`src/design/ksd_pkg.sv`:
```
`timescale 1ns / 1ps

package ksd_pkg;

  localparam int NUM_COLUMNS = 4;
  localparam int NUM_ROWS    = 4;

  localparam int COL_W     = $clog2(NUM_COLUMNS);
  localparam int ROW_PINS  = 4;
  localparam int ROWS_SEEN = (NUM_ROWS < ROW_PINS) ? NUM_ROWS : ROW_PINS;
  localparam logic [ROW_PINS-1:0] ROW_MASK = ROW_PINS'((1 << ROWS_SEEN) - 1);

  localparam int CODE_W  = 8;
  localparam int CNT_W   = 8;
  localparam int TABLE_W = 64;
  localparam int DRIVE_W = 4;

  // configuration register indexes
  localparam logic [1:0] CFG_DEBOUNCE_AMOUNT = 2'd0;
  localparam logic [1:0] CFG_KEY_TABLE_LOW   = 2'd1;
  localparam logic [1:0] CFG_KEY_TABLE_HIGH  = 2'd2;

  typedef enum logic [1:0] {
    PH_DRIVE  = 2'd0,
    PH_SAMPLE = 2'd1,
    PH_REPORT = 2'd2
  } scan_phase_e;

  typedef enum logic [2:0] {
    DB_INIT       = 3'd0,
    DB_STABLE_OFF = 3'd1,
    DB_COUNT_ON   = 3'd2,
    DB_STABLE_ON  = 3'd3,
    DB_COUNT_OFF  = 3'd4
  } db_state_e;

endpackage

```
`src/design/ksd_if.sv`:
```
`timescale 1ns / 1ps

interface ksd_in_if;
  logic       valid;
  logic       ready;
  logic [3:0] row_lines;

  modport source (output valid, output row_lines, input ready);
  modport sink   (input valid, input row_lines, output ready);
endinterface

interface ksd_out_if;
  logic       valid;
  logic       ready;
  logic [3:0] column_drive;
  logic [1:0] scan_phase_out;
  logic       press_event;
  logic       key_valid;
  logic [7:0] key_code;

  modport source (output valid, output column_drive, output scan_phase_out,
                  output press_event, output key_valid, output key_code, input ready);
  modport sink   (input valid, input column_drive, input scan_phase_out,
                  input press_event, input key_valid, input key_code, output ready);
endinterface

```
`src/design/keypad_scan_debounce.sv`:
```
`timescale 1ns / 1ps
// Channel   Dir  Payload                                            Handshake
// in_i      in   row_lines[3:0]                                     valid/ready
// out_o     out  column_drive, scan_phase_out, press_event,         valid/ready
//                key_valid, key_code[7:0]
// cfg       in   cfg_idx_i[1:0], cfg_data_i[63:0]                   cfg_we_i
//
// One scan tick per clock: an accepted item updates the scan state and loads
// the result register in the same cycle, so the result appears in the cycle after.
// The single result register sets the rate; a new tick is taken whenever that
// register is empty or is being drained in the same cycle.
// Reset (rst_ni low, async) puts the scan at the drive phase, last column,
// every debouncer in its init state, configuration registers cleared.
// A stalled output holds the result and blocks new ticks until it is taken.

module keypad_scan_debounce
  import ksd_pkg::*;
(
  input  logic                    clk_i,
  input  logic                    rst_ni,
  ksd_in_if.sink                  in_i,
  ksd_out_if.source               out_o,
  input  logic                    cfg_we_i,
  input  logic [1:0]              cfg_idx_i,
  input  logic [TABLE_W-1:0]      cfg_data_i
);

  // configuration
  logic [CNT_W-1:0]   debounce_amount_q;
  logic [TABLE_W-1:0] table_low_q, table_high_q;

  always_ff @(posedge clk_i or negedge rst_ni) begin
    if (!rst_ni) begin
      debounce_amount_q <= '0;
      table_low_q       <= '0;
      table_high_q      <= '0;
    end else if (cfg_we_i) begin
      case (cfg_idx_i)
        CFG_DEBOUNCE_AMOUNT: debounce_amount_q <= cfg_data_i[CNT_W-1:0];
        CFG_KEY_TABLE_LOW:   table_low_q       <= cfg_data_i;
        CFG_KEY_TABLE_HIGH:  table_high_q      <= cfg_data_i;
        default: ;
      endcase
    end
  end

  // scan state
  scan_phase_e             phase_q, phase_d;
  logic [COL_W-1:0]        col_q, col_d;
  logic [ROW_PINS-1:0]     rows_q, rows_d;
  logic                    edge_q, edge_d;
  db_state_e               db_state_q [NUM_COLUMNS];
  logic [CNT_W-1:0]        db_cnt_q   [NUM_COLUMNS];
  db_state_e               db_state_d;
  logic [CNT_W-1:0]        db_cnt_d;
  logic                    db_edge;

  // result register
  logic                    out_valid_q;
  logic [DRIVE_W-1:0]      drive_q, drive_d;
  logic [1:0]              phase_out_q, phase_out_d;
  logic                    press_q, press_d;
  logic                    kvalid_q, kvalid_d;
  logic [CODE_W-1:0]       code_q, code_d;

  logic                    in_fire;
  logic                    any_low;
  logic [ROW_PINS-1:0]     low_rows;
  logic                    one_low;
  logic [1:0]              row_idx;
  logic [2:0]              col3;
  logic [TABLE_W-1:0]      tbl_sel;
  logic [2:0]              byte_idx;

  assign in_i.ready = !out_valid_q || out_o.ready;
  assign in_fire    = in_i.valid && in_i.ready;

  assign rows_d  = (in_i.row_lines | ~ROW_MASK);
  assign any_low = (rows_d != {ROW_PINS{1'b1}});

  // debouncer of the current column, stepped in the sample phase
  always_comb begin
    db_state_d = db_state_q[col_q];
    db_cnt_d   = db_cnt_q[col_q];
    db_edge    = 1'b0;
    case (db_state_q[col_q])
      DB_INIT: begin
        db_state_d = DB_STABLE_OFF;
        db_cnt_d   = '0;
      end
      DB_STABLE_OFF: begin
        if (any_low) begin
          db_state_d = DB_COUNT_ON;
          db_edge    = 1'b1;
        end
      end
      DB_COUNT_ON: begin
        if (db_cnt_q[col_q] < debounce_amount_q) begin
          db_cnt_d = db_cnt_q[col_q] + 1'b1;
        end else begin
          db_state_d = DB_STABLE_ON;
          db_cnt_d   = '0;
        end
      end
      DB_STABLE_ON: begin
        if (!any_low) db_state_d = DB_COUNT_OFF;
      end
      DB_COUNT_OFF: begin
        if (db_cnt_q[col_q] < debounce_amount_q) begin
          db_cnt_d = db_cnt_q[col_q] + 1'b1;
        end else begin
          db_state_d = DB_STABLE_OFF;
          db_cnt_d   = '0;
        end
      end
      default: db_state_d = DB_INIT;
    endcase
  end

  // key decode from the rows latched in the sample phase
  assign low_rows = ~rows_q;
  assign one_low  = (low_rows != '0) && ((low_rows & (low_rows - 1'b1)) == '0);
  assign col3     = 3'(col_q);

  always_comb begin
    case (low_rows)
      4'b0010: row_idx = 2'd1;
      4'b0100: row_idx = 2'd2;
      4'b1000: row_idx = 2'd3;
      default: row_idx = 2'd0;
    endcase
  end

  assign tbl_sel  = row_idx[1] ? table_high_q : table_low_q;
  assign byte_idx = {row_idx[0], col3[1:0]};

  always_comb begin
    phase_d     = phase_q;
    col_d       = col_q;
    edge_d      = edge_q;
    press_d     = 1'b0;
    kvalid_d    = 1'b0;
    code_d      = '0;
    phase_out_d = PH_REPORT;
    case (phase_q)
      PH_DRIVE: begin
        phase_out_d = PH_DRIVE;
        col_d       = (int'(col_q) == NUM_COLUMNS - 1) ? '0 : col_q + 1'b1;
        phase_d     = PH_SAMPLE;
      end
      PH_SAMPLE: begin
        phase_out_d = PH_SAMPLE;
        edge_d      = db_edge;
        phase_d     = PH_REPORT;
      end
      PH_REPORT: begin
        if (edge_q) begin
          press_d = 1'b1;
          if (one_low) begin
            kvalid_d = 1'b1;
            if (col3 < 3'd4) code_d = tbl_sel[{byte_idx, 3'b000} +: CODE_W];
          end
        end
        phase_d = PH_DRIVE;
      end
      default: phase_d = PH_DRIVE;  // unused code: report-like, no press
    endcase
    // the drive tick already shows the newly selected column
    drive_d = (3'(col_d) < 3'd4) ? ~(DRIVE_W'(1) << col_d) : {DRIVE_W{1'b1}};
  end

  always_ff @(posedge clk_i or negedge rst_ni) begin
    if (!rst_ni) begin
      phase_q <= PH_DRIVE;
      col_q   <= COL_W'(NUM_COLUMNS - 1);
      rows_q  <= {ROW_PINS{1'b1}};
      edge_q  <= 1'b0;
      for (int i = 0; i < NUM_COLUMNS; i++) begin
        db_state_q[i] <= DB_INIT;
        db_cnt_q[i]   <= '0;
      end
    end else if (in_fire) begin
      phase_q <= phase_d;
      col_q   <= col_d;
      edge_q  <= edge_d;
      if (phase_q == PH_SAMPLE) begin
        rows_q            <= rows_d;
        db_state_q[col_q] <= db_state_d;
        db_cnt_q[col_q]   <= db_cnt_d;
      end
    end
  end

  always_ff @(posedge clk_i or negedge rst_ni) begin
    if (!rst_ni) begin
      out_valid_q <= 1'b0;
    end else if (in_fire) begin
      out_valid_q <= 1'b1;
    end else if (out_o.ready) begin
      out_valid_q <= 1'b0;
    end
  end

  always_ff @(posedge clk_i) begin
    if (in_fire) begin
      drive_q     <= drive_d;
      phase_out_q <= phase_out_d;
      press_q     <= press_d;
      kvalid_q    <= kvalid_d;
      code_q      <= code_d;
    end
  end

  assign out_o.valid          = out_valid_q;
  assign out_o.column_drive   = drive_q;
  assign out_o.scan_phase_out = phase_out_q;
  assign out_o.press_event    = press_q;
  assign out_o.key_valid      = kvalid_q;
  assign out_o.key_code       = code_q;

  // press only ever reported in the report phase
  a_press_in_report: assert property (@(posedge clk_i) disable iff (!rst_ni)
    out_valid_q && press_q |-> phase_out_q == PH_REPORT)
    else $error("press reported outside report phase");

  // a valid key or a nonzero code needs a press
  a_key_needs_press: assert property (@(posedge clk_i) disable iff (!rst_ni)
    out_valid_q && (kvalid_q || code_q != '0) |-> press_q)
    else $error("key data without press");

  // at most one column driven low
  a_one_column: assert property (@(posedge clk_i) disable iff (!rst_ni)
    out_valid_q |-> $countones(drive_q) >= DRIVE_W - 1)
    else $error("more than one column driven low");

  // a drive tick is always followed by a sample tick
  a_drive_then_sample: assert property (@(posedge clk_i) disable iff (!rst_ni)
    in_fire && phase_q == PH_DRIVE |=> phase_q == PH_SAMPLE)
    else $error("scan phase skipped sample");

  // edge flag only raised by a sample tick
  a_edge_from_sample: assert property (@(posedge clk_i) disable iff (!rst_ni)
    $rose(edge_q) |-> $past(phase_q) == PH_SAMPLE && $past(in_fire))
    else $error("edge flag set outside sample phase");

endmodule
```
`src/flat_wrapper.sv`:
```
// flat-port wrapper written by rule: the top's interface ports become plain ports
module keypad_scan_debounce_flat import ksd_pkg::*;
  (clk_i, rst_ni, cfg_we_i, cfg_idx_i, cfg_data_i, in_i_valid, in_i_row_lines, in_i_ready, out_o_valid, out_o_column_drive, out_o_scan_phase_out, out_o_press_event, out_o_key_valid, out_o_key_code, out_o_ready);
  ksd_in_if in_i_i ();
  ksd_out_if out_o_i ();
  input  logic clk_i;
  input  logic rst_ni;
  input  logic cfg_we_i;
  input  logic [1:0] cfg_idx_i;
  input  logic [TABLE_W-1:0] cfg_data_i;
  input wire logic [$bits(in_i_i.valid)-1:0] in_i_valid;
  input wire logic [$bits(in_i_i.row_lines)-1:0] in_i_row_lines;
  output wire logic [$bits(in_i_i.ready)-1:0] in_i_ready;
  output wire logic [$bits(out_o_i.valid)-1:0] out_o_valid;
  output wire logic [$bits(out_o_i.column_drive)-1:0] out_o_column_drive;
  output wire logic [$bits(out_o_i.scan_phase_out)-1:0] out_o_scan_phase_out;
  output wire logic [$bits(out_o_i.press_event)-1:0] out_o_press_event;
  output wire logic [$bits(out_o_i.key_valid)-1:0] out_o_key_valid;
  output wire logic [$bits(out_o_i.key_code)-1:0] out_o_key_code;
  input wire logic [$bits(out_o_i.ready)-1:0] out_o_ready;
  assign in_i_i.valid = in_i_valid;
  assign in_i_i.row_lines = in_i_row_lines;
  assign in_i_ready = in_i_i.ready;
  assign out_o_valid = out_o_i.valid;
  assign out_o_column_drive = out_o_i.column_drive;
  assign out_o_scan_phase_out = out_o_i.scan_phase_out;
  assign out_o_press_event = out_o_i.press_event;
  assign out_o_key_valid = out_o_i.key_valid;
  assign out_o_key_code = out_o_i.key_code;
  assign out_o_i.ready = out_o_ready;
  keypad_scan_debounce u_core (.clk_i(clk_i), .rst_ni(rst_ni), .in_i(in_i_i), .out_o(out_o_i), .cfg_we_i(cfg_we_i), .cfg_idx_i(cfg_idx_i), .cfg_data_i(cfg_data_i));
endmodule
```
`config.mk`:
```
export PLATFORM = sky130hd
export DESIGN_NAME = keypad_scan_debounce_flat
export DESIGN_NICKNAME = d
export VERILOG_FILES = /design/src/design/ksd_pkg.sv /design/src/design/ksd_if.sv /design/src/design/keypad_scan_debounce.sv /design/src/flat_wrapper.sv
export SDC_FILE = /design/constraint.sdc
export NUM_CORES = 1
export LEC_CHECK = 0
export BUFFER_PORTS_ARGS = -buffer_cell sky130_fd_sc_hd__buf_2
export CAP_MARGIN = 20
export CORE_ASPECT_RATIO = 0.75
export CORE_MARGIN = 2
export CORE_UTILIZATION = 30
export CTS_BUF_LIST = sky130_fd_sc_hd__clkbuf_2 sky130_fd_sc_hd__clkbuf_4 sky130_fd_sc_hd__clkbuf_8
export DETAILED_ROUTE_END_ITERATION = 7
export HOLD_SLACK_MARGIN = 0.08
export PLACE_DENSITY = 0.55
export SLEW_MARGIN = 20
export SYNTH_ARGS = -nofsm -noshare
export SYNTH_HDL_FRONTEND = slang
export SYNTH_SLANG_ARGS = --single-unit
```
`constraint.sdc`:
```
create_clock -name clk_i -period 6.56 [get_ports clk_i]
set_clock_uncertainty 0.05 [all_clocks]
set_input_delay 0.328 -clock clk_i [delete_from_list [all_inputs] [get_ports clk_i]]
set_output_delay 0.328 -clock clk_i [all_outputs]
set_load 0.01 [all_outputs]
```
==> summary.md <==
Measured in cells, the most critical reg-to-reg path has a length of 8. In the routed design, unresolved DRC markers number 0. The number of slew-limit violations in the final report was 0; the adder and majority cell fraction of the synthesized area was 0.01599. Class of the tightest hold or removal check: in2reg. The finished layout holds 1,252 standard cells, fillers aside. The switching power as a share of total power was 0.3106.

The run gives 6,248 as the number of global-route vias before repair. The share of synthesized area spent on multiplexers is 0.3104, and the number of clock sinks is 206. The die outline area was 0.03276 mm2; the number of hold-slack violations in the final timing report was 0. The most critical setup path has its startpoint at u_core.col_q[0]. The share of flip-flops with an asynchronous set or reset after synthesis is 0.9223, and the overall die width is 208.3 um. Setup repair after global routing left no endpoint under its margin.

Maximum clock insertion buffer count: 3. The critical hold path startpoint is cfg_idx_i[1]. For this run, the leading register cell type out of synthesis is sky130_fd_sc_hd__dfrtp_1. The initial antenna violation count was 0; the worst hold slack was 0.1608 ns.

Wires add up to 22,280 um. The worst hold path passes through 3 cells. For this block, the via count after detailed routing is 5,959. Yosys mapped a number of flops with a built-in enable equal to 16. Synthesis produced a netlist whose cell count is 647. CTS built an H-tree with a depth of 2. The dominant combinational cell family by area after synthesis is multiplexers. Summed over all failing endpoints, the final setup total negative slack is 0 ns. The placed instance count was 1,115.

The mapped netlist covers 0.009393 mm2. Summed over all instances, the cell type with the most area after synthesis is sky130_fd_sc_hd__dfrtp_1. The count of endpoints failing setup in the final report was 0.

Cell with the most instances after synthesis: sky130_fd_sc_hd__dfrtp_1. For the latest clock arrival within the worst-skew pair, the log shows 0.54 ns. For the number of detailed-route iterations in the first pass, the log shows 4. TritonCTS built the clock tree. In this run, the number of DRC markers left after iteration 0 of detailed routing was 251.

The fraction of synthesized cell area taken by the top area cell type is 0.4902, and the standard cell core area is 0.03104 mm2. The xor/xnor share of the synthesized area is 0.009325. Average detailed-routed wire length per instance: 17.79 um. The fraction of final layout cells sized beyond drive strength 1 came out at 0.4397.

Clock-pin slew was measured on the worst setup and hold paths at 0.07 ns. The achievable frequency was 265.7 MHz. The number of nets handed over by synthesis was 734. The endpoint type of the worst setup path was a flop.

Counting I/O delays and the setup requirement, the final critical path takes 3.764 ns. The wire-length estimate of the detail-placed layout is 14,130 um. Before CTS, the worst setup slack after placement is 2.790 ns.

By area the synthesized netlist is led by sky130_fd_sc_hd__dfrtp_1, sky130_fd_sc_hd__mux2_2, sky130_fd_sc_hd__mux4_2, sky130_fd_sc_hd__edfxtp_1, sky130_fd_sc_hd__mux2i_1. The area added between synthesis and finish is 25.67%. The share of synthesized cell area in and, or, nand and nor gates is 0.04316. The compound-cell area share of the yosys netlist came out at 0.04183. Across the run, the number of max-cap violations was 0.

The normalized max-slew margin was 0.3639; the mean post-synth cell area was 14.52 um2. The part of the total power dissipated in combinational logic came out at 0.276. The filler cells instantiated in the layout total 2,972. The run gives 0.01180 mm2 as the area of all placed cells without fillers.

The setup slack after layout is 2.796 ns, and the slew at the pin closest to its max-slew limit is 0.9542 ns. The first global-routing pass estimated 35,560 um of wire. The port buffer count works out to 92. The run gives 36 as the number of buffers inserted during clock tree synthesis.

Classification of the worst setup path: reg2reg. The run finished with clean final reports. The tools report the worst supply voltage drop on vdd as 150.3 uV.

For the total routing resource utilization after global routing, the log shows 0.1406. The largest fanout of any net on the critical path came out at 52. For the worst setup path, the data arrival time is 4.13 ns. The total overflow left after global routing is 0.

The count of boundary I/O pins was 93; the effective utilization at floorplan was 0.3026. Synthesis inferred 206 register bits. The category of the worst setup path launch point is a flop. The analysis attributes to cell leakage a power of 0.005083 uW. The internal portion of the total power is 2993 uW.

The worst register-to-register path begins at u_core.col_q[0]. After detailed routing, the number of vias per cell comes to 4.760. By count the netlist is led by sky130_fd_sc_hd__dfrtp_1, sky130_fd_sc_hd__mux2_2, sky130_fd_sc_hd__nand2_1, sky130_fd_sc_hd__mux4_2, sky130_fd_sc_hd__o21ai_0. Summed over all nets, the switching power comes to 1348 uW. The tools report the number of antenna-violating nets in the routed design as 0.

Yosys printed 0 warnings. The share of total power in the clock network came out at 0.308. The die outline height works out to 157.2 um. In this run the power density over the cells is 367.7 mW/mm2. At the worst endpoint, the required time is 6.93 ns.

For the antenna cell count, the log shows 0. The congestion estimate from routability-driven global placement came to 0.7811. The placed cell area was 0.01026 mm2; the number of placement rows was 56. Fraction of the cycle the final worst path needs: 0.5738. The root buffer cell was sky130_fd_sc_hd__clkbuf_8. Pin count of the biggest net entering global routing: 89. For the post-synthesis sequential area ratio, the log shows 0.5581. The final layout contains 905 nets. The number of different library cells used by synthesis comes to 40. The sequential fraction of design power is 0.416, and the quantity of gates resized following cts is 0.
==> cell type report <==
type                       count  area (um2)  area share
clock inverter                 7       90.09    0.007632
inverter                      11       41.29    0.003498
multi-input combinational    395        3958      0.3353
clock buffer                  59       743.2     0.06296
timing repair buffer         168        1217      0.1031
tap                          406       508.0     0.04304
sequential                   206        5246      0.4445
==> cells by family (layout without fill, tap and decap cells) <==
logic type      Yosys count  after routing
mux                     218            218
simple gates             89             89
compound gates           66             66
buf+inv                  46            245
flops                   206            206
fa+ha+maj                12             12
xor+xnor                 10             10
==> power by group through the flow <==
stage               Sequential [uW]  Combinational, uW  Clock, uW
finish                         1800               1200       1340
global route                   1860               1310       1440
CTS                            1820               1210       1380
detailed placement             1840               1170          0
global placement               1830               1170          0
floorplan                      1670                969          0
==> per-stage QoR <==
step / utilization / power, uW
after floorplan: - / 2640
after global placement: 0.3305 / 2999
after detailed placement: 0.3305 / 3010
after CTS: 0.3803 / 4411
after global routing: 0.3803 / 4611
final: 0.3803 / 4341
==> sequential cells by signal, summed over array words and instances (netlist names) <==
register	cells
u_core.table_high_q	64
u_core.table_low_q	64
u_core.db_cnt_q	32
u_core.db_state_q	12
u_core.debounce_amount_q	8
u_core.out_o.key_code	8
u_core.out_o.column_drive	4
u_core.rows_q	4
u_core.col_q	2
u_core.out_o.scan_phase_out	2
u_core.phase_q	2
u_core.edge_q	1
u_core.out_o.key_valid	1
u_core.out_o.press_event	1
u_core.out_o.valid	1
==> final timing paths <==
path                       slack (ns)                           to
setup reg to reg                 2.80         u_core.db_state_q[6]
max in group asynchronous        4.92       u_core.table_high_q[8]
min in group asynchronous        0.34      u_core.table_high_q[41]
hold / removal                   0.16  u_core.debounce_amount_q[7]
setup / recovery                 2.80         u_core.db_state_q[6]
hold reg to reg                  0.43          u_core.db_cnt_q[31]
==> critical path, cell delays in order (launching register included) <==
cell	delay, ns
sky130_fd_sc_hd__dfstp_4	1.21
sky130_fd_sc_hd__mux4_2	0.67
sky130_fd_sc_hd__ha_1	0.32
sky130_fd_sc_hd__a211oi_1	0.22
sky130_fd_sc_hd__nor2_1	0.08
sky130_fd_sc_hd__nor3_1	0.31
sky130_fd_sc_hd__nand2_1	0.14
sky130_fd_sc_hd__a211o_1	0.32
sky130_fd_sc_hd__mux2_2	0.27
==> metal layers <==
metal / vias to the layer above / share of wire / global-route usage
li1: 2751 / - / -
met1: 3054 / 0.49 / 0.1972
met2: 120 / 0.44 / 0.2168
met3: 34 / 0.047 / 0.03312
met4: 0 / 0.017 / 0.04214
met5: - / 0 / 0
==> placed cells by master (no fill, tap or decap), types with 4 or more instances in the layout <==
| cell type | count |
|---|---|
| sky130_fd_sc_hd__dlygate4sd3_1 | 71 |
| sky130_fd_sc_hd__mux2i_1 | 19 |
| sky130_fd_sc_hd__clkbuf_4 | 11 |
| sky130_fd_sc_hd__o21ai_0 | 33 |
| sky130_fd_sc_hd__dfrtp_1 | 184 |
| sky130_fd_sc_hd__nor3_1 | 5 |
| sky130_fd_sc_hd__buf_4 | 5 |
| sky130_fd_sc_hd__xor2_1 | 6 |
| sky130_fd_sc_hd__mux2_2 | 156 |
| sky130_fd_sc_hd__edfxtp_1 | 16 |
| sky130_fd_sc_hd__ha_1 | 12 |
| sky130_fd_sc_hd__nor2_1 | 11 |
| sky130_fd_sc_hd__nand2b_1 | 4 |
| sky130_fd_sc_hd__nand3_1 | 8 |
| sky130_fd_sc_hd__mux4_2 | 43 |
| sky130_fd_sc_hd__inv_1 | 10 |
| sky130_fd_sc_hd__dfstp_2 | 5 |
| sky130_fd_sc_hd__o22ai_1 | 9 |
| sky130_fd_sc_hd__clkbuf_8 | 49 |
| sky130_fd_sc_hd__buf_2 | 91 |
| sky130_fd_sc_hd__nand2_1 | 48 |
| sky130_fd_sc_hd__a21oi_1 | 6 |
| sky130_fd_sc_hd__xnor2_1 | 4 |
| sky130_fd_sc_hd__a22oi_1 | 6 |
==> timing repair <==
| item | CTS | global route |
|---|---|---|
| setup buffers | 0 | 0 |
| hold endpoints to repair | 225 | 0 |
| endpoints found under the setup margin | 0 | 0 |
| hold buffers | 71 | 0 |
Note: power is estimated with default switching activity, not from simulation.
